File: config.mk
export PLATFORM = sky130hd
export DESIGN_NAME = frequency_ordered_posting_table
export DESIGN_NICKNAME = d
export VERILOG_FILES = /design/src/rtl/fopt_pkg.sv /design/src/rtl/frequency_ordered_posting_table.sv
export SDC_FILE = /design/constraint.sdc
export NUM_CORES = 2
export LEC_CHECK = 0
export BUFFER_PORTS_ARGS = -buffer_cell sky130_fd_sc_hd__buf_2
export CAP_MARGIN = 0
export CELL_PAD_IN_SITES_DETAIL_PLACEMENT = 0
export CELL_PAD_IN_SITES_GLOBAL_PLACEMENT = 2
export CORE_UTILIZATION = 39
export CTS_CLUSTER_DIAMETER = 80
export CTS_CLUSTER_SIZE = 25
export DETAILED_ROUTE_END_ITERATION = 10
export PLACE_DENSITY_LB_ADDON = 0.25
export SLEW_MARGIN = 0
export SYNTH_ARGS = -nofsm -noshare
export SYNTH_HDL_FRONTEND = slang
export SYNTH_SLANG_ARGS = --single-unit
File: constraint.sdc
create_clock -name clk -period 5.2 [get_ports clk]
set_input_delay 0.52 -clock clk [delete_from_list [all_inputs] [get_ports clk]]
set_output_delay 0.52 -clock clk [all_outputs]
set_load 0.02 [all_outputs]
File: src/rtl/fopt_pkg.sv
`default_nettype none

package fopt_pkg;

  // Default number of table entries.
  localparam int FOPT_DEPTH = 64;

  localparam int DOC_W = 16;
  localparam int CNT_W = 16;
  localparam int CMD_W = 2;

  localparam logic [CNT_W-1:0] CNT_MAX = '1;

  typedef enum logic [CMD_W-1:0] {
    CMD_ADD    = 2'd0,
    CMD_SEARCH = 2'd1,
    CMD_EDIT   = 2'd2,
    CMD_DELETE = 2'd3
  } cmd_t;

  // One stored entry: identifier in the upper half, count in the lower half.
  typedef struct packed {
    logic [DOC_W-1:0] doc;
    logic [CNT_W-1:0] cnt;
  } entry_t;

endpackage

`default_nettype wire

File: src/rtl/frequency_ordered_posting_table.sv
`default_nettype none

// Frequency-ordered posting table: up to TABLE_DEPTH (document, count) pairs
// held in one synchronous RAM with one read and one write port, kept in order
// of falling count by adds; an edit sets a count in place without reordering.
// Each item is one command (add, search, edit, delete) and gives exactly one
// result item. Only one item is in work at a time. The table is searched from
// the head, each entry with a RAM read and then a compare. An add on a present
// entry moves it forward until it reaches the head or a predecessor whose count
// is not lower stops it; a delete pulls every later entry one place forward to
// close the gap. The result may wait for the output to drain before the next
// item is taken. No clearing pass is needed after reset: only entries below the
// fill count are ever read.
module frequency_ordered_posting_table
  import fopt_pkg::*;
#(
  parameter int TABLE_DEPTH = FOPT_DEPTH
) (
  input  wire logic        clk,
  input  wire logic        rst_n,
  input  wire logic        in_tvalid,
  output logic             in_tready,
  // [1:0] cmd, [17:2] doc_id, [33:18] new_count, [39:34] zero
  input  wire logic [39:0] in_tdata,
  output logic             out_tvalid,
  input  wire logic        out_tready,
  // [15:0] count, [16] found, [17] full_res, [23:18] zero
  output logic [23:0]      out_tdata
);

  localparam int IDX_W = (TABLE_DEPTH > 1) ? $clog2(TABLE_DEPTH) : 1;
  localparam int TOT_W = $clog2(TABLE_DEPTH + 1);
  localparam logic [TOT_W-1:0] DEPTH_C = TOT_W'(TABLE_DEPTH);

  typedef enum logic [9:0] {
    S_IDLE    = 10'b0000000001,
    S_SCAN_RD = 10'b0000000010,
    S_SCAN_CM = 10'b0000000100,
    S_ACT     = 10'b0000001000,
    S_BUB_RD  = 10'b0000010000,
    S_BUB_CM  = 10'b0000100000,
    S_FIN     = 10'b0001000000,
    S_SHF_RD  = 10'b0010000000,
    S_SHF_WR  = 10'b0100000000,
    S_DONE    = 10'b1000000000
  } state_t;

  entry_t mem [TABLE_DEPTH];
  entry_t rdata_r;

  state_t           state_r, state_nxt;
  cmd_t             cmd_r, cmd_nxt;
  logic [DOC_W-1:0] doc_r, doc_nxt;
  logic [CNT_W-1:0] nval_r, nval_nxt;
  logic [IDX_W-1:0] addr_r, addr_nxt;
  logic [IDX_W-1:0] pos_r, pos_nxt;
  logic             hit_r, hit_nxt;
  logic [CNT_W-1:0] cnt_r, cnt_nxt;
  logic [CNT_W-1:0] res_cnt_r, res_cnt_nxt;
  logic             res_full_r, res_full_nxt;
  logic [TOT_W-1:0] total_r, total_nxt;
  logic             out_valid_r, out_valid_nxt;
  logic [CNT_W-1:0] out_cnt_r, out_cnt_nxt;
  logic             out_found_r, out_found_nxt;
  logic             out_full_r, out_full_nxt;

  logic             wr_en;
  logic [IDX_W-1:0] wr_addr;
  entry_t           wr_data;
  logic             addr_last;
  logic             pos_last;

  assign in_tready  = (state_r == S_IDLE);
  assign out_tvalid = out_valid_r;
  assign out_tdata  = {6'd0, out_full_r, out_found_r, out_cnt_r};

  assign addr_last = ((TOT_W'(addr_r) + 1'b1) == total_r);
  assign pos_last  = ((TOT_W'(pos_r) + 1'b1) == total_r);

  always_ff @(posedge clk) begin
    if (wr_en) begin
      mem[wr_addr] <= wr_data;
    end
    rdata_r <= mem[addr_r];
  end

  always_comb begin
    state_nxt     = state_r;
    cmd_nxt       = cmd_r;
    doc_nxt       = doc_r;
    nval_nxt      = nval_r;
    addr_nxt      = addr_r;
    pos_nxt       = pos_r;
    hit_nxt       = hit_r;
    cnt_nxt       = cnt_r;
    res_cnt_nxt   = res_cnt_r;
    res_full_nxt  = res_full_r;
    total_nxt     = total_r;
    out_cnt_nxt   = out_cnt_r;
    out_found_nxt = out_found_r;
    out_full_nxt  = out_full_r;
    out_valid_nxt = out_valid_r && !out_tready;
    wr_en         = 1'b0;
    wr_addr       = pos_r;
    wr_data       = '{doc: doc_r, cnt: cnt_r};

    case (state_r)
      S_IDLE: begin
        if (in_tvalid) begin
          cmd_nxt      = cmd_t'(in_tdata[1:0]);
          doc_nxt      = in_tdata[17:2];
          nval_nxt     = in_tdata[33:18];
          addr_nxt     = '0;
          hit_nxt      = 1'b0;
          res_full_nxt = 1'b0;
          state_nxt    = (total_r == '0) ? S_ACT : S_SCAN_RD;
        end
      end
      S_SCAN_RD: begin
        state_nxt = S_SCAN_CM;
      end
      S_SCAN_CM: begin
        if (rdata_r.doc == doc_r) begin
          hit_nxt   = 1'b1;
          pos_nxt   = addr_r;
          cnt_nxt   = rdata_r.cnt;
          state_nxt = S_ACT;
        end else if (addr_last) begin
          state_nxt = S_ACT;
        end else begin
          addr_nxt  = addr_r + 1'b1;
          state_nxt = S_SCAN_RD;
        end
      end
      S_ACT: begin
        state_nxt   = S_DONE;
        res_cnt_nxt = '0;
        case (cmd_r)
          CMD_ADD: begin
            if (hit_r) begin
              cnt_nxt = (cnt_r == CNT_MAX) ? cnt_r : cnt_r + 1'b1;
              if (pos_r == '0) begin
                state_nxt = S_FIN;
              end else begin
                addr_nxt  = pos_r - 1'b1;
                state_nxt = S_BUB_RD;
              end
            end else if (total_r < DEPTH_C) begin
              wr_en       = 1'b1;
              wr_addr     = IDX_W'(total_r);
              wr_data     = '{doc: doc_r, cnt: CNT_W'(1)};
              total_nxt   = total_r + 1'b1;
              res_cnt_nxt = CNT_W'(1);
            end else begin
              res_full_nxt = 1'b1;
            end
          end
          CMD_SEARCH: begin
            if (hit_r) begin
              res_cnt_nxt = cnt_r;
            end
          end
          CMD_EDIT: begin
            if (hit_r) begin
              wr_en       = 1'b1;
              wr_data     = '{doc: doc_r, cnt: nval_r};
              res_cnt_nxt = nval_r;
            end
          end
          CMD_DELETE: begin
            if (hit_r) begin
              if (pos_last) begin
                total_nxt = total_r - 1'b1;
              end else begin
                addr_nxt  = pos_r + 1'b1;
                state_nxt = S_SHF_RD;
              end
            end
          end
          default: begin
            state_nxt = S_DONE;
          end
        endcase
      end
      S_BUB_RD: begin
        state_nxt = S_BUB_CM;
      end
      S_BUB_CM: begin
        // Move the predecessor back into the hole while the count beats it.
        if (cnt_r > rdata_r.cnt) begin
          wr_en   = 1'b1;
          wr_data = rdata_r;
          pos_nxt = addr_r;
          if (addr_r == '0) begin
            state_nxt = S_FIN;
          end else begin
            addr_nxt  = addr_r - 1'b1;
            state_nxt = S_BUB_RD;
          end
        end else begin
          state_nxt = S_FIN;
        end
      end
      S_FIN: begin
        wr_en       = 1'b1;
        res_cnt_nxt = cnt_r;
        state_nxt   = S_DONE;
      end
      S_SHF_RD: begin
        state_nxt = S_SHF_WR;
      end
      S_SHF_WR: begin
        // Pull the next entry one place forward.
        wr_en   = 1'b1;
        wr_data = rdata_r;
        pos_nxt = addr_r;
        if (addr_last) begin
          total_nxt = total_r - 1'b1;
          state_nxt = S_DONE;
        end else begin
          addr_nxt  = addr_r + 1'b1;
          state_nxt = S_SHF_RD;
        end
      end
      S_DONE: begin
        if (!out_valid_r || out_tready) begin
          out_valid_nxt = 1'b1;
          out_cnt_nxt   = res_cnt_r;
          out_found_nxt = hit_r;
          out_full_nxt  = res_full_r;
          state_nxt     = S_IDLE;
        end
      end
      default: begin
        state_nxt = S_IDLE;
      end
    endcase
  end

  always_ff @(posedge clk) begin
    if (!rst_n) begin
      state_r     <= S_IDLE;
      total_r     <= '0;
      out_valid_r <= 1'b0;
      hit_r       <= 1'b0;
    end else begin
      state_r     <= state_nxt;
      total_r     <= total_nxt;
      out_valid_r <= out_valid_nxt;
      hit_r       <= hit_nxt;
    end
  end

  always_ff @(posedge clk) begin
    cmd_r       <= cmd_nxt;
    doc_r       <= doc_nxt;
    nval_r      <= nval_nxt;
    addr_r      <= addr_nxt;
    pos_r       <= pos_nxt;
    cnt_r       <= cnt_nxt;
    res_cnt_r   <= res_cnt_nxt;
    res_full_r  <= res_full_nxt;
    out_cnt_r   <= out_cnt_nxt;
    out_found_r <= out_found_nxt;
    out_full_r  <= out_full_nxt;
  end

`ifndef SYNTHESIS
  a_total_bound: assert property (@(posedge clk) disable iff (!rst_n)
    total_r <= DEPTH_C)
    else $error("fill count beyond table depth");

  a_total_step: assert property (@(posedge clk) disable iff (!rst_n)
    (total_r != $past(total_r)) |->
      (total_r == $past(total_r) + 1'b1 || total_r == $past(total_r) - 1'b1))
    else $error("fill count moved by more than one");

  a_scan_no_write: assert property (@(posedge clk) disable iff (!rst_n)
    (state_r == S_SCAN_RD || state_r == S_SCAN_CM || state_r == S_IDLE) |-> !wr_en)
    else $error("table written during search");

  a_one_result: assert property (@(posedge clk) disable iff (!rst_n)
    (in_tvalid && in_tready) |=> !in_tready)
    else $error("second item taken before result");

  a_full_only_add: assert property (@(posedge clk) disable iff (!rst_n)
    (out_tvalid && out_tdata[17]) |-> (out_tdata[16] == 1'b0 && out_tdata[15:0] == '0))
    else $error("full flag on a result that found or counted");
`endif

endmodule

`default_nettype wire

==> Word-level counts from Yosys, hierarchy flattened <==
Memory sizes are Yosys's and may differ from the RTL's. A register that Yosys moved wholly into a read port is not among the register bits.
Cells that the tools add are included.
{ "word_totals": {"regBits": 116, "mem_bits_rw": 2048, "n_memories": 1, "output_inout_bits": 26, "wordCells": 162, "in_bits": 44} }
{ "op_classes": {"addsub": 9, "n_reduce_logical": 25, "eq_ne": 37, "mux": 73, "n_lt_le_gt_ge": 2} }
{ "memory_table": {"columns": ["memory", "depth", "width", "rd", "rd_clocked_by_memory_dff", "write_ports", "line_no", "source"], "rows": [
  ["mem", 64, 32, 1, 1, 1, "frequency_ordered_posting_table.sv:48", "entry_t mem [TABLE_DEPTH];"]
]} }
{ "op_table": {"columns": ["op", "n"], "rows": [
  ["$mux 16", 9],
  ["$pmux 10 s10", 1],
  ["$pmux 16 s2", 3],
  ["$pmux 32 s3", 1],
  ["$mux 6", 15],
  ["$mux 10", 7],
  ["$mux 7", 7],
  ["$pmux 16 s3", 1],
  ["$mux 32", 1],
  ["$pmux 6 s5", 1],
  ["$pmux 7 s2", 2],
  ["$ne 2x2->1 const B", 11],
  ["$ne 3x3->1 const B", 7],
  ["$pmux 10 s2", 1],
  ["$pmux 6 s3", 1],
  ["$add 16x1->16 const B", 1],
  ["$eq 16x16->1", 1],
  ["$eq 16x16->1 const B", 1],
  ["$gt 16x16->1", 1],
  ["$mux 1", 15],
  ["$add 6x1->7 const B", 2],
  ["$eq 7x7->1", 2],
  ["$add 6x1->6 const B", 2],
  ["$logic_not 6->1", 2],
  ["other kinds (36)", 51]
]} }

==> Longest topological paths before layout <==
{ "logic_depth": {"word_depth": 7, "ltp_mapped": 11, "mapped_depth_nobuf": 9} }

==> Worst setup path after synthesis <==
Ideal clock, no wire load.
{ "synth_path": {"path_kind": "reg2reg", "start": "register cmd_r[0]", "end": "memory mem[32][0] (netlist name), enable pin", "path_stages_with_launch": 9, "setup_ns": 0.470, "period_less_slack_ns": 4.844, "required_ns": 4.730, "n_path_buf": 1, "setup_slack_ns": 0.356, "t_arrival_ns": 4.374, "cell_sequence": "edfxtp_1 > inv_1 > ha_1 > nor3b_1 > nand4_1 > clkbuf_1 > mux2i_1 > nand2_1 > a211oi_1"} }
{ "synth_between": {"elab_chain_len": 5, "word_cells_on_any_way": 8, "cone_classes": "eq/ne: 1; mux: 6; reduce/logical: 1"} }
{ "synth_lines": {"columns": ["item", "line_no", "source"], "rows": [
  ["start, declared", "frequency_ordered_posting_table.sv:52", "cmd_t cmd_r, cmd_nxt;"],
  ["start signal, assigned", "frequency_ordered_posting_table.sv:255", "cmd_r <= cmd_nxt;"],
  ["$eq 2x2->1 / $logic_not 2->1 (equally long branches)", "frequency_ordered_posting_table.sv:138", "case (cmd_r)"],
  ["$pmux 1 s2", "frequency_ordered_posting_table.sv:138", null],
  ["$pmux 1 s3", "frequency_ordered_posting_table.sv:107", "case (state_r)"],
  ["$mux 1", "frequency_ordered_posting_table.sv:81", "if (wr_en) begin"],
  ["$mux 1 (not written as such)", "frequency_ordered_posting_table.sv:82", "mem[wr_addr] <= wr_data;"],
  ["end, declared", "frequency_ordered_posting_table.sv:48", null]
]} }
Several ways; a longest one is shown, not always the timed one.

==> impl_results.md <==
* CP max stage delay at 1.09 ns
* Status: complete, no violations
* Post-synthesis async set-or-reset flop share at 0
* Antenna-violating nets left at 0
* Final WL at 208000 um
* Most used DFF post-synth: edfxtp_1
* HPWL Detailed at 124000 um
* Slew headroom at 0.122
* Largest net degree at the start of global routing at 75
* RSZ-0062 raised after global routing: false
* Initial Util at 0.392
* CTS max path bufs at 3
* Leak at 28.9 nW
* CTS tree: done
* Avg Vias per Cell at 5.67
* CTS clk-pin slew, worst paths at 0.10 ns
* Number of flops mapped to enable cells by yosys at 2145
* Initial antenna violation count at 21
* Post-Place Cells at 6671
* Flop2flop setup slack at 0.71 ns
* Fill cells at 18500
* Combined flip-flop and latch cell area at 65400 sq um
* Power Density at 464 nW/um^2
* Sw Share at 0.302
* Number of global-route vias before repair at 40500
* Sequential share of the synthesized area at 0.760
* CP startpoint: cnt_r[11]$_DFFE_PP_
* Endpoint class of the critical path: flop
* Die width at 472 um
* Ys Warns at 0
* Total chip power at 44.6 mW
* CP max FO at 64
* Crit Reg-Reg Startpoint: cnt_r[11]$_DFFE_PP_
* CP Cell Sequence: ha_1, and4_1, a21oi_1, o211ai_1, a221o_1, a21oi_4, buf_12, mux2_2
* DRC viols at 0
* Startpoint types: flop
* Crit path depth at 8
* Worst clock skew at 0.0285 ns
* CTS Buf Count at 114
* Grt ovf at 0
* Worst Setup EP: mem[47][17]$_DFFE_PP_
* Kind of cell adding the most delay to the critical path: compound AO/OA/AOI/OAI gates
* Proportion of power drawn by the clock network at 0.240
* First-pass GRT wire length at 300000 um
* H-tree depth at 3
* Logic pwr share at 0.297
* Ranking of synthesized cells by area: edfxtp_1, mux4_2, dfxtp_1
* Die H at 472 um
* Setup_tns at 0 ns
* Wire per inst at 30.1 um
* Clk_lat worst skew at 0.80 ns
* Slowest stage cell on the critical path: mux2_2
* IO Count at 70
* Post-layout util at 0.437
* Max-slew violation count at 0
* Pre-antenna DRT Iters at 7
* Final net count at 4028
* Post-synth top area cell: edfxtp_1
* Fin cells at 6909
* Net Switching at 13.5 mW
* Core area at 220000 sq um
* Sequential group share of total power at 0.463
* Final Cycle Share at 0.864
* DIE AREA at 223000 sq um
* CP arrival at 4.91 ns
* Placed Area at 91800 sq um
* Max-cap violations at 0
* Synth-to-layout area growth at 11.5%
* Setup Crit Path Kind: reg -> reg
* Hold WS at 0.0713 ns
* Worst path required time at 5.61 ns
* Overall Global Routing Usage at 0.188
* Hold Fails Final Rpt at 0
* Initial drt markers at 3723
* Synth Cell Area at 86100 sq um
* Final WS setup at 0.706 ns
* Row Count at 172
* Finish-stage setup viols at 0
* Port bufs at 57
* Area of the multi-input gates at 20300 sq um
* Clk Tree Root Cell: clkbuf_16
* Type of the worst min-delay path: in -> reg
* Top-area cell type share of the netlist area at 0.748
* Total number of vias at 39200
* FF-to-FF End: mem[47][17]$_DFFE_PP_
* Post-Syn Area per Cell at 22.9 sq um
* Fmax at 223 MHz
* Place WS at 0.754 ns
* Post-cts sizing count at 0
* Worst reg-to-reg path cell count at 8
* Maximum VDD drop at 0.474 mV
* Cell area after layout at 96000 sq um
* Clock sink count at 2196
* Synth Instances at 3752
* Share of layout cells above drive strength 1 at 0.308
* Flops & latches, synth at 2196
* Internal at 31.1 mW
* GPL Wtd Cong at 0.777
* Post-synthesis cell type count at 74
* Worst Path Buf+Inv at 1
* Min Clock Period, post-route at 4.49 ns
* Worst-margin pin slew at 1.32 ns
[area by class of cell]
type | instances | area share
Sequential cell | 2196 | 0.682
Timing Repair Buffer | 304 | 0.0274
Clock inverter | 67 | 0.00928
Antenna cell | 3 | 0.0000782
Multi-Input combinational cell | 1302 | 0.212
Tap cell | 2871 | 0.0374
Inverter | 33 | 0.00129
Clock buffer | 133 | 0.0311
[timing repair]
action                                 CTS  global route
hold buffers                            34             1
endpoints found under the hold margin   34             1
setup buffers                            0             0
[power by group through the flow]
| stage | clock (mW) | combinational [mW] | sequential (mW) |
|---|---|---|---|
| after floorplan | 0 | 8.73 | 20.8 |
| after global placement | 0 | 13.3 | 21.0 |
| after detailed placement | 0 | 13.4 | 21.0 |
| after CTS | 11.0 | 13.4 | 20.6 |
| after global routing | 11.5 | 14.1 | 20.7 |
| final | 10.7 | 13.2 | 20.6 |
[kinds of logic (layout without fill, tap and decap cells)]
kind of cell,Yosys count,after routing,share of synthesized area
AO/OA/AOI/OAI,234,234,0.0192
AND/OR/NAND/NOR,279,279,0.0174
flip-flops,2196,2196,0.760
buffers and inverters,259,537,0.0135
adder cells (fa/ha/maj),33,33,0.00488
other,1,9,0.0000436
multiplexers,698,698,0.179
XOR/XNOR,52,52,0.00545
[worst reg2reg max path, stage by stage, from the launching register on]
cell and delay [ns]:
edfxtp_1 0.50, ha_1 0.35, and4_1 0.25, a21oi_1 0.16, o211ai_1 0.10, a221o_1 0.44, a21oi_4 0.84, buf_12 0.32
mux2_2 1.12
[sequential cells by signal, indices dropped and copies added, names as in the netlist, 2 cells and up]
| name | flops |
|---|---|
| mem | 2048 |
| addr_r | 6 |
| total_r | 7 |
| out_cnt_r | 16 |
| cmd_r | 2 |
| nval_r | 16 |
| state_r | 10 |
| pos_r | 6 |
| res_cnt_r | 16 |
| rdata_r | 32 |
| doc_r | 16 |
| cnt_r | 16 |
[worst min path at each step]
stage	from	to	slack, ns	cells past startpoint
after CTS	in_tdata[16]	doc_r[14]$_DFFE_PP_	0.001	1
after global placement	res_cnt_r[6]$_DFFE_PP_	out_cnt_r[6]$_DFFE_PP_	0.40	0
after detailed placement	res_cnt_r[15]$_DFFE_PP_	out_cnt_r[15]$_DFFE_PP_	0.41	0
final	in_tvalid	hit_r$_SDFFE_PN0P_	0.07	4
after global routing	in_tvalid	hit_r$_SDFFE_PN0P_	0.05	4
after floorplan	res_cnt_r[0]$_DFFE_PP_	out_cnt_r[0]$_DFFE_PP_	0.40	0
[layer usage]
layer,GRT usage,up-vias,share of wire
li1,-,16400,-
met4,0.0302,0,0.015
met5,0,-,0
met3,0.0408,171,0.064
met1,0.271,21700,0.45
met2,0.297,935,0.47
[cell usage after synthesis (all sizes together) (6+ instances only)]
master and count:
a21o 9, nor4 14, buf 105, xor2 19, o21a 7, clkbuf 121, and3 29, mux2 18
a211oi 68, a31oi 6, xnor2 32, a32oi 16, nor3 15, inv 32, ha 32, nand2 89
a21oi 25, edfxtp 2145, dfxtp 51, nand4 24, nand3 25, nor2 28, mux2i 7, o211ai 7
mux4 673, or3 8, a221o 17, o21ai 52, nand2b 8
[cells in the final DEF, fill, tap and decap left out, types with 8 or more instances in the layout]
| cell | instances |
|---|---|
| or3_1 | 8 |
| a21o_1 | 9 |
| clkinv_2 | 8 |
| nor2_1 | 26 |
| buf_4 | 180 |
| nand4_1 | 24 |
| a32oi_1 | 16 |
| a211oi_4 | 64 |
| clkbuf_1 | 15 |
| buf_2 | 57 |
| nor4_1 | 11 |
| dlygate4sd3_1 | 35 |
| xnor2_1 | 32 |
| and3_1 | 28 |
| dfxtp_1 | 51 |
| a21oi_1 | 23 |
| ha_1 | 32 |
| clkinvlp_4 | 13 |
| o21ai_0 | 51 |
| mux4_2 | 673 |
| edfxtp_1 | 2145 |
| nor3_1 | 15 |
| mux2_2 | 18 |
| buf_12 | 32 |
| inv_1 | 31 |
| a221o_2 | 16 |
| nand3_1 | 24 |
| bufinv_16 | 11 |
| nand2_1 | 89 |
| clkbuf_16 | 116 |
| nand2b_1 | 8 |
| xor2_1 | 19 |
(Power assumes the default switching activity.)
